==> src/rtl/sacr_pkg.sv <==
`default_nettype none
package sacr_pkg;

  localparam int ENTRIES = 64;
  localparam int IDX_W = $clog2(ENTRIES);
  localparam int GEOM_MAX = 6;
  localparam logic [15:0] LFSR_SEED = 16'hACE1;

  localparam logic [1:0] POL_LRU = 2'd0;
  localparam logic [1:0] POL_LFU = 2'd1;
  localparam logic [1:0] POL_RANDOM = 2'd2;
  localparam logic [1:0] POL_MRU = 2'd3;

  localparam logic [1:0] REG_POLICY = 2'd0;
  localparam logic [1:0] REG_OFFSET = 2'd1;
  localparam logic [1:0] REG_SETS = 2'd2;
  localparam logic [1:0] REG_WAYS = 2'd3;

  typedef enum logic [1:0] {
    ST_IDLE,
    ST_SCAN,
    ST_UPDATE
  } state_t;

  typedef struct packed {
    logic start;
    logic step;
    logic finish;
  } cmd_t;

  typedef struct packed {
    logic scan_done;
    logic out_free;
  } status_t;

endpackage
`default_nettype wire

==> src/rtl/sacr_addr_if.sv <==
`default_nettype none
interface sacr_addr_if;
  logic        valid;
  logic        ready;
  logic [31:0] address;
  modport source (output valid, output address, input ready);
  modport sink (input valid, input address, output ready);
endinterface
`default_nettype wire

==> src/rtl/sacr_result_if.sv <==
`default_nettype none
interface sacr_result_if;
  logic       valid;
  logic       ready;
  logic       hit;
  logic [5:0] way_used;
  modport source (output valid, output hit, output way_used, input ready);
  modport sink (input valid, input hit, input way_used, output ready);
endinterface
`default_nettype wire

==> src/rtl/set_assoc_cache_with_replacement_unit.sv <==
// channel  dir  payload                 handshake
// req      in   address[31:0]           valid / ready
// rsp      out  hit, way_used[5:0]      valid / ready
//
// one access at a time: accept step, then one tag/stamp memory read per way
// (registered read), stopping early on a hit, then an update step that waits
// until the output register is free.
// synchronous reset clears valid bits, time counter and control flags, reloads the lfsr seed and config defaults.
// a result waits in the output register; the next beat is taken meanwhile.
`default_nettype none
module set_assoc_cache_with_replacement_unit (
  input  wire logic       clk,
  input  wire logic       rst,
  input  wire logic       cfg_we,
  input  wire logic [1:0] cfg_index,
  input  wire logic [3:0] cfg_data,
  sacr_addr_if.sink       req,
  sacr_result_if.source   rsp
);

  sacr_pkg::cmd_t    cmd;
  sacr_pkg::status_t status;

  sacr_ctrl u_ctrl (
    .clk      (clk),
    .rst      (rst),
    .in_valid (req.valid),
    .in_ready (req.ready),
    .status   (status),
    .cmd      (cmd)
  );

  sacr_datapath u_datapath (
    .clk       (clk),
    .rst       (rst),
    .cfg_we    (cfg_we),
    .cfg_index (cfg_index),
    .cfg_data  (cfg_data),
    .address   (req.address),
    .cmd       (cmd),
    .status    (status),
    .out_valid (rsp.valid),
    .out_ready (rsp.ready),
    .out_hit   (rsp.hit),
    .out_way   (rsp.way_used)
  );

endmodule
`default_nettype wire

==> src/rtl/sacr_ctrl.sv <==
`default_nettype none
module sacr_ctrl (
  input  wire logic              clk,
  input  wire logic              rst,
  input  wire logic              in_valid,
  output logic                   in_ready,
  input  wire sacr_pkg::status_t status,
  output sacr_pkg::cmd_t         cmd
);

  sacr_pkg::state_t state, state_next;

  always_ff @(posedge clk) begin
    if (rst) begin
      state <= sacr_pkg::ST_IDLE;
    end else begin
      state <= state_next;
    end
  end

  always_comb begin
    state_next = state;
    case (state)
      sacr_pkg::ST_IDLE: begin
        if (in_valid) state_next = sacr_pkg::ST_SCAN;
      end
      sacr_pkg::ST_SCAN: begin
        if (status.scan_done) state_next = sacr_pkg::ST_UPDATE;
      end
      sacr_pkg::ST_UPDATE: begin
        if (status.out_free) state_next = sacr_pkg::ST_IDLE;
      end
      default: state_next = sacr_pkg::ST_IDLE;
    endcase
  end

  always_comb begin
    in_ready = 1'b0;
    cmd = '0;
    case (state)
      sacr_pkg::ST_IDLE: begin
        in_ready = 1'b1;
        cmd.start = in_valid;
      end
      sacr_pkg::ST_SCAN: begin
        cmd.step = 1'b1;
      end
      sacr_pkg::ST_UPDATE: begin
        cmd.finish = status.out_free;
      end
      default: begin
        in_ready = 1'b0;
      end
    endcase
  end

endmodule
`default_nettype wire

==> src/rtl/sacr_datapath.sv <==
`default_nettype none
module sacr_datapath (
  input  wire logic              clk,
  input  wire logic              rst,
  input  wire logic              cfg_we,
  input  wire logic [1:0]        cfg_index,
  input  wire logic [3:0]        cfg_data,
  input  wire logic [31:0]       address,
  input  wire sacr_pkg::cmd_t    cmd,
  output sacr_pkg::status_t      status,
  output logic                   out_valid,
  input  wire logic              out_ready,
  output logic                   out_hit,
  output logic [5:0]             out_way
);

  localparam int IW = sacr_pkg::IDX_W;
  localparam logic [3:0] LOG_E = 4'(sacr_pkg::IDX_W);
  localparam logic [3:0] GMAX = 4'(sacr_pkg::GEOM_MAX);

  // configuration
  logic [1:0] policy;
  logic [3:0] offset_bits;
  logic [2:0] set_bits;
  logic [2:0] way_bits;

  always_ff @(posedge clk) begin
    if (rst) begin
      policy <= sacr_pkg::POL_LRU;
      offset_bits <= 4'd4;
      set_bits <= 3'd0;
      way_bits <= 3'd6;
    end else if (cfg_we) begin
      case (cfg_index)
        sacr_pkg::REG_POLICY: policy <= cfg_data[1:0];
        sacr_pkg::REG_OFFSET: offset_bits <= cfg_data;
        sacr_pkg::REG_SETS:   set_bits <= cfg_data[2:0];
        sacr_pkg::REG_WAYS:   way_bits <= cfg_data[2:0];
        default: policy <= policy;
      endcase
    end
  end

  // geometry: clamp, then shrink sets before ways
  logic [3:0]    sb_c, wb_c, wb_l, sb_l;
  logic [31:0]   shifted, tag_v;
  logic [IW-1:0] set_v, base_v, ways_m1_v;

  always_comb begin
    sb_c = ({1'b0, set_bits} > GMAX) ? GMAX : {1'b0, set_bits};
    wb_c = ({1'b0, way_bits} > GMAX) ? GMAX : {1'b0, way_bits};
    wb_l = (wb_c > LOG_E) ? LOG_E : wb_c;
    sb_l = ((sb_c + wb_l) > LOG_E) ? (LOG_E - wb_l) : sb_c;
    shifted = address >> offset_bits;
    set_v = shifted[IW-1:0] & ((IW'(1) << sb_l) - IW'(1));
    tag_v = shifted >> sb_l;
    base_v = set_v << wb_l;
    ways_m1_v = (IW'(1) << wb_l) - IW'(1);
  end

  // item registers
  logic [31:0]   tag_q, now_q, access_time;
  logic [IW-1:0] base, ways_m1;
  logic [15:0]   lfsr, lfsr_next;
  logic [IW:0]   issue_cnt;
  logic          pend;
  logic [IW-1:0] pend_way;

  logic [31:0] tag_mem [sacr_pkg::ENTRIES];
  logic [31:0] stamp_mem [sacr_pkg::ENTRIES];
  logic [sacr_pkg::ENTRIES-1:0] valid;
  logic [31:0] rd_tag, rd_stamp;
  logic        rd_valid;

  logic          hit_found, inv_found;
  logic [IW-1:0] hit_way, inv_way, vic_way;
  logic [31:0]   hit_stamp, vic_stamp;

  logic          issue, match, better, take_vic, use_rand;
  logic [IW-1:0] rd_addr, way_final, wr_idx;
  logic [31:0]   wr_stamp;

  assign lfsr_next = {lfsr[0] ^ lfsr[2] ^ lfsr[3] ^ lfsr[5], lfsr[15:1]};
  assign issue = cmd.step && (issue_cnt <= {1'b0, ways_m1});
  assign rd_addr = base + issue_cnt[IW-1:0];
  assign match = pend && rd_valid && (rd_tag == tag_q);

  always_comb begin
    case (policy)
      sacr_pkg::POL_LRU: better = rd_stamp < vic_stamp;
      sacr_pkg::POL_MRU: better = rd_stamp > vic_stamp;
      sacr_pkg::POL_LFU: better = rd_stamp <= vic_stamp;
      default:           better = 1'b0;
    endcase
  end
  assign take_vic = pend && ((pend_way == '0) || better);

  assign status.scan_done = pend && (match || (pend_way == ways_m1));
  assign status.out_free = !out_valid || out_ready;

  assign use_rand = !hit_found && !inv_found && (policy == sacr_pkg::POL_RANDOM);

  always_comb begin
    if (hit_found) way_final = hit_way;
    else if (inv_found) way_final = inv_way;
    else if (policy == sacr_pkg::POL_RANDOM) way_final = IW'(lfsr_next) & ways_m1;
    else way_final = vic_way;
    wr_idx = base + way_final;
    if (policy == sacr_pkg::POL_LFU) begin
      if (!hit_found) wr_stamp = '0;
      else if (hit_stamp == 32'hFFFF_FFFF) wr_stamp = hit_stamp;
      else wr_stamp = hit_stamp + 32'd1;
    end else begin
      wr_stamp = now_q;
    end
  end

  // control state
  always_ff @(posedge clk) begin
    if (rst) begin
      access_time <= '0;
      lfsr <= sacr_pkg::LFSR_SEED;
      valid <= '0;
      pend <= 1'b0;
      hit_found <= 1'b0;
      inv_found <= 1'b0;
      issue_cnt <= '0;
      out_valid <= 1'b0;
    end else begin
      if (cmd.start) begin
        access_time <= access_time + 32'd1;
        issue_cnt <= '0;
        pend <= 1'b0;
        hit_found <= 1'b0;
        inv_found <= 1'b0;
      end else begin
        if (issue) issue_cnt <= issue_cnt + 1'b1;
        pend <= issue;
        if (match && !hit_found) hit_found <= 1'b1;
        if (pend && !rd_valid && !inv_found) inv_found <= 1'b1;
      end
      if (cmd.finish) begin
        valid[wr_idx] <= 1'b1;
        if (use_rand) lfsr <= lfsr_next;
        out_valid <= 1'b1;
      end else if (out_ready) begin
        out_valid <= 1'b0;
      end
    end
  end

  // payload registers
  always_ff @(posedge clk) begin
    if (cmd.start) begin
      tag_q <= tag_v;
      now_q <= access_time;
      base <= base_v;
      ways_m1 <= ways_m1_v;
    end
    if (issue) begin
      pend_way <= issue_cnt[IW-1:0];
      rd_valid <= valid[rd_addr];
    end
    if (match && !hit_found) begin
      hit_way <= pend_way;
      hit_stamp <= rd_stamp;
    end
    if (pend && !rd_valid && !inv_found) inv_way <= pend_way;
    if (take_vic) begin
      vic_way <= pend_way;
      vic_stamp <= rd_stamp;
    end
    if (cmd.finish) begin
      out_hit <= hit_found;
      out_way <= 6'(way_final);
    end
  end

  // tag and stamp memories
  always_ff @(posedge clk) begin
    if (cmd.finish) begin
      tag_mem[wr_idx] <= tag_q;
      stamp_mem[wr_idx] <= wr_stamp;
    end
    if (issue) begin
      rd_tag <= tag_mem[rd_addr];
      rd_stamp <= stamp_mem[rd_addr];
    end
  end

endmodule
`default_nettype wire
==> src/flat_wrapper.sv <==
// flat-port wrapper written by rule: the top's interface ports become plain ports
module set_assoc_cache_with_replacement_unit_flat 
  (clk, rst, cfg_we, cfg_index, cfg_data, req_valid, req_address, req_ready, rsp_valid, rsp_hit, rsp_way_used, rsp_ready);
  sacr_addr_if req_i ();
  sacr_result_if rsp_i ();
  input  wire logic clk;
  input  wire logic rst;
  input  wire logic cfg_we;
  input  wire logic [1:0] cfg_index;
  input  wire logic [3:0] cfg_data;
  input wire logic [$bits(req_i.valid)-1:0] req_valid;
  input wire logic [$bits(req_i.address)-1:0] req_address;
  output wire logic [$bits(req_i.ready)-1:0] req_ready;
  output wire logic [$bits(rsp_i.valid)-1:0] rsp_valid;
  output wire logic [$bits(rsp_i.hit)-1:0] rsp_hit;
  output wire logic [$bits(rsp_i.way_used)-1:0] rsp_way_used;
  input wire logic [$bits(rsp_i.ready)-1:0] rsp_ready;
  assign req_i.valid = req_valid;
  assign req_i.address = req_address;
  assign req_ready = req_i.ready;
  assign rsp_valid = rsp_i.valid;
  assign rsp_hit = rsp_i.hit;
  assign rsp_way_used = rsp_i.way_used;
  assign rsp_i.ready = rsp_ready;
  set_assoc_cache_with_replacement_unit u_core (.clk(clk), .rst(rst), .cfg_we(cfg_we), .cfg_index(cfg_index), .cfg_data(cfg_data), .req(req_i), .rsp(rsp_i));
endmodule
==> config.mk <==
export PLATFORM = sky130hd
export DESIGN_NAME = set_assoc_cache_with_replacement_unit_flat
export DESIGN_NICKNAME = d
export VERILOG_FILES = /design/src/rtl/sacr_pkg.sv /design/src/rtl/sacr_addr_if.sv /design/src/rtl/sacr_result_if.sv /design/src/rtl/set_assoc_cache_with_replacement_unit.sv /design/src/rtl/sacr_ctrl.sv /design/src/rtl/sacr_datapath.sv /design/src/flat_wrapper.sv
export SDC_FILE = /design/constraint.sdc
export NUM_CORES = 2
export LEC_CHECK = 0
export ABC_AREA = 1
export BUFFER_PORTS_ARGS = -buffer_cell sky130_fd_sc_hd__buf_2
export CAP_MARGIN = 10
export CORE_AREA = 10 10 646 648
export CTS_BUF_LIST = sky130_fd_sc_hd__clkbuf_8
export DETAILED_ROUTE_END_ITERATION = 16
export DIE_AREA = 0 0 656 658
export GPL_ROUTABILITY_DRIVEN = 0
export PLACE_DENSITY = 0.64
export SYNTH_ARGS = -nofsm -noshare
export SYNTH_HDL_FRONTEND = slang
export SYNTH_SLANG_ARGS = --single-unit
==> constraint.sdc <==
create_clock -name clk -period 11.8 [get_ports clk]
set_input_delay 2.36 -clock clk [delete_from_list [all_inputs] [get_ports clk]]
set_output_delay 2.36 -clock clk [all_outputs]
set_load 0.02 [all_outputs]
==> results.sh <==
export IMPL_worstHoldPathType="flip-flop to flip-flop"
export IMPL_cts_setup_buffers=0
export IMPL_p_sw_share_pct=27.31
export IMPL_cp_arrival_ps=7000
export IMPL_hold_violations=0
export IMPL_core_rowCount=234
export IMPL_final_setup_viol_count=0
export IMPL_ir_drop_v=0.0001339
export IMPL_root_buffer="clkbuf_8"
export IMPL_ios=52
export IMPL_min_delay_start="u_core.u_datapath.access_time[13]$_SDFFE_PP0P_"
export IMPL_nNetsFinal=14150
export IMPL_critical_path_max_fanout=69
export IMPL_outcome="finished clean"
export IMPL_die_h_um=658
export IMPL_grt_max_degree=203
export IMPL_cts_tree="done"
export IMPL_switching_power_uw=9352
export IMPL_postRouteAntennaNets=0
export IMPL_setup_tns_ps=0
export IMPL_critPathLaunchType="flip-flop"
export IMPL_drc=0
export IMPL_post_route_period_util_pct=50.23
export IMPL_clock_latency_ps=1250
export IMPL_synth_edf_count=4332
export IMPL_p_leak_uw=0.06583
export IMPL_first_global_vias=111300
export IMPL_netlist_instances=14000
export IMPL_coreArea_um2=404600
export IMPL_rsz0062_at_grt="false"
export IMPL_drt_iter0_markers=15380
export IMPL_grt_pass1_wl_um=765300
export IMPL_clockBufferDepth=4
export IMPL_power_share_sequential_pct=52.3
export IMPL_hold_buffers=0
export IMPL_dp_hpwl_um=273900
export IMPL_cts_buffers=703
export IMPL_rr_endpoint="u_core.u_datapath.rd_stamp[12]$_DFFE_PP_"
export IMPL_synth_common_cells="4332 x edfxtp_1, 2206 x nor2_1, 2143 x o21ai_0, 1133 x nand2_1, 1025 x o22ai_1"
export IMPL_ys_seq_elements=4469
export IMPL_fmax_ghz=0.1687
export IMPL_max_cap_viol_count=0
export IMPL_die_area_um2=431600
export IMPL_wl_per_cell_um=26.49
export IMPL_power_frac_comb_pct=12.5
export IMPL_clk_pin_slew_ps=70
export IMPL_worstMarginPinSlew_ps=1203
export IMPL_dr_pass1_iters=8
export IMPL_clock_sinks=4469
export IMPL_synth_ff_type="edfxtp_1"
export IMPL_yosysMostFrequentCell="edfxtp_1"
export IMPL_fill_cells=35090
export IMPL_synth_nets=14110
export IMPL_synth_area_um2=180900
export IMPL_slew_viol_final=0
export IMPL_crit_required_ps=12870
export IMPL_die_x_um=656
export IMPL_synth_yosys_warnings=0
export IMPL_fin_skew_ps=113.1
export IMPL_fin_cells=20030
export IMPL_cts_resized=0
export IMPL_antenna_found_initial=10
export IMPL_r2r_cells=13
export IMPL_reg2reg_slack_ps=5870
export IMPL_maxSlewHeadroom_pct=19.58
export IMPL_avgSynthCellArea_um2=12.92
export IMPL_gr_total_overflow=0
export IMPL_holdPathStages=0
export IMPL_grt_use_total_pct=23.42
export IMPL_finalCriticalPeriod_ps=5927
export IMPL_synth_top_area_share_pct=71.90
export IMPL_async_flop_share_pct=0
export IMPL_port_buffers=51
export IMPL_synth_top_area_cell="edfxtp_1"
export IMPL_reg2reg_from="u_core.u_datapath.base[0]$_SDFFCE_PP0P_"
export IMPL_wl_um=530600
export IMPL_synth_area_leaders="edfxtp_1 72%, o21ai_0 5.9%, nor2_1 4.6%"
export IMPL_worst_hold_path_endpoint="u_core.u_datapath.now_q[13]$_DFFE_PP_"
export IMPL_clkPwrFrac_pct=35.2
export IMPL_vias_per_cell=5.901
export IMPL_end_kind="flip-flop"
export IMPL_drive_gt1_share_pct=11.53
export IMPL_start_util_pct=44.72
export IMPL_power_internal_uw=24890
export IMPL_path_class="flip-flop to flip-flop"
export IMPL_htreeDepth=6
export IMPL_dp_cells=18770
export IMPL_yosysSeqAreaShare_pct=73.41
export IMPL_area_growth_pct=10.04
export IMPL_synth_cell_types=46
export IMPL_vias=118200
export IMPL_pwr_density_cell_nw_per_um2=172.0
## layer usage
layer  GRT usage [%]  wire length, µm  up-vias
li1                -                -    51900
met1           31.72           209600    59020
met2           37.66           248800     6110
met3           3.981            48810     1126
met4           9.730            23330        8
met5               0               54        -
## kinds of logic after synthesis
logic type | count (synthesis) | share of synthesized area (%)
flops | 4469 | 73.41
simple gates | 4135 | 9.261
compound gates | 3470 | 10.36
buf+inv | 1280 | 2.967
mux | 523 | 3.253
xor+xnor | 67 | 0.3243
fa+ha+maj | 59 | 0.4205
## worst max-delay path by stage
stage,from,slack (ps),cells after the start,end
floorplan,req_valid,6370,6,u_core.u_datapath.pend$_SDFF_PP0_
global placement,u_core.u_datapath.base[0]$_SDFFCE_PP0P_,5970,13,u_core.u_datapath.rd_stamp[3]$_DFFE_PP_
detailed placement,u_core.u_datapath.base[0]$_SDFFCE_PP0P_,5990,13,u_core.u_datapath.rd_stamp[12]$_DFFE_PP_
CTS,u_core.u_datapath.base[0]$_SDFFCE_PP0P_,5930,13,u_core.u_datapath.rd_stamp[3]$_DFFE_PP_
global route,u_core.u_datapath.base[0]$_SDFFCE_PP0P_,5640,13,u_core.u_datapath.rd_stamp[0]$_DFFE_PP_
finish,u_core.u_datapath.base[0]$_SDFFCE_PP0P_,5870,13,u_core.u_datapath.rd_stamp[12]$_DFFE_PP_
## metrics by stage
stage	power (µW)	instance area, µm²	utilization (%)	worst slack (ps)	hold WS (ps)
5_1_grt	35410	199100	49.20	5643	459.0
3_5_place_dp	22460	186500	46.09	5986	416.1
2_1_floorplan	20950	180900	-	6365	402.9
3_3_place_gp	22430	186500	46.09	5973	415.7
4_1_cts	34300	199100	49.20	5931	431.1
6_report	34240	199100	49.20	5873	432.8
## registers in the layout, summed over array words and instances, names as in the netlist, 7 cells and up
name / cells
u_core.u_datapath.stamp_mem: 2048
u_core.u_datapath.tag_mem: 2048
u_core.u_datapath.valid: 64
u_core.u_datapath.access_time: 32
u_core.u_datapath.hit_stamp: 32
u_core.u_datapath.now_q: 32
u_core.u_datapath.rd_stamp: 32
u_core.u_datapath.rd_tag: 32
u_core.u_datapath.tag_q: 32
u_core.u_datapath.vic_stamp: 32
u_core.u_datapath.lfsr: 16
u_core.u_datapath.issue_cnt: 7
## power by group through the flow
stage          logic [µW]  registers (µW)  clock network (µW)
3_5_place_dp         4230           18200                   0
4_1_cts              4240           17900               12200
6_report             4290           17900               12000
3_3_place_gp         4190           18200                   0
2_1_floorplan        2570           18400                   0
5_1_grt              4620           17900               12900
## worst max-delay path: stages (launching register included)
cell and delay, ps:
edfxtp_1 440, ha_4 200, fa_4 1220, buf_4 700, buf_4 540, buf_4 690
buf_4 670, o21ai_0 200, o22ai_1 190, mux2_2 170, nand2_1 60, nand3_1 100
nand3_1 200, o21ai_1 180
## cell usage in the layout, fill, tap and decap left out, types with 6 or more instances in the layout
cell type	instances
edfxtp_1	4332
nor2_1	2205
o21ai_0	2134
nand2_1	1120
o22ai_1	1025
clkbuf_8	727
nand3_1	585
inv_1	542
mux2_2	444
buf_4	202
a21oi_1	167
clkinv_1	149
dfxtp_1	137
nand4_1	113
o21ai_1	98
inv_6	80
mux2_1	76
ha_1	55
buf_2	50
xor2_1	42
clkinv_2	42
nor3_1	41
or2_2	24
buf_12	24
xnor2_1	20
o211ai_1	20
inv_8	12
nand2_2	12
clkinvlp_4	11
nor4_1	10
clkinv_8	10
o21ai_4	9
nand3b_1	8
inv_12	7
diode_2	6
bufinv_16	6
## layout make-up
| type | count | area [µm²] | area share (%) |
|---|---|---|---|
| diodes | 6 | 15.01 | 0.007541 |
| clock buffers | 727 | 10010 | 5.026 |
| clock inverters | 525 | 2599 | 1.305 |
| inverters | 340 | 1640 | 0.8239 |
| multi-input cells | 8254 | 42970 | 21.58 |
| flip-flops and latches | 4469 | 132800 | 66.72 |
| well taps | 5428 | 6792 | 3.411 |
| repair buffers | 276 | 2247 | 1.129 |
Power figures use the tool's default switching activity.
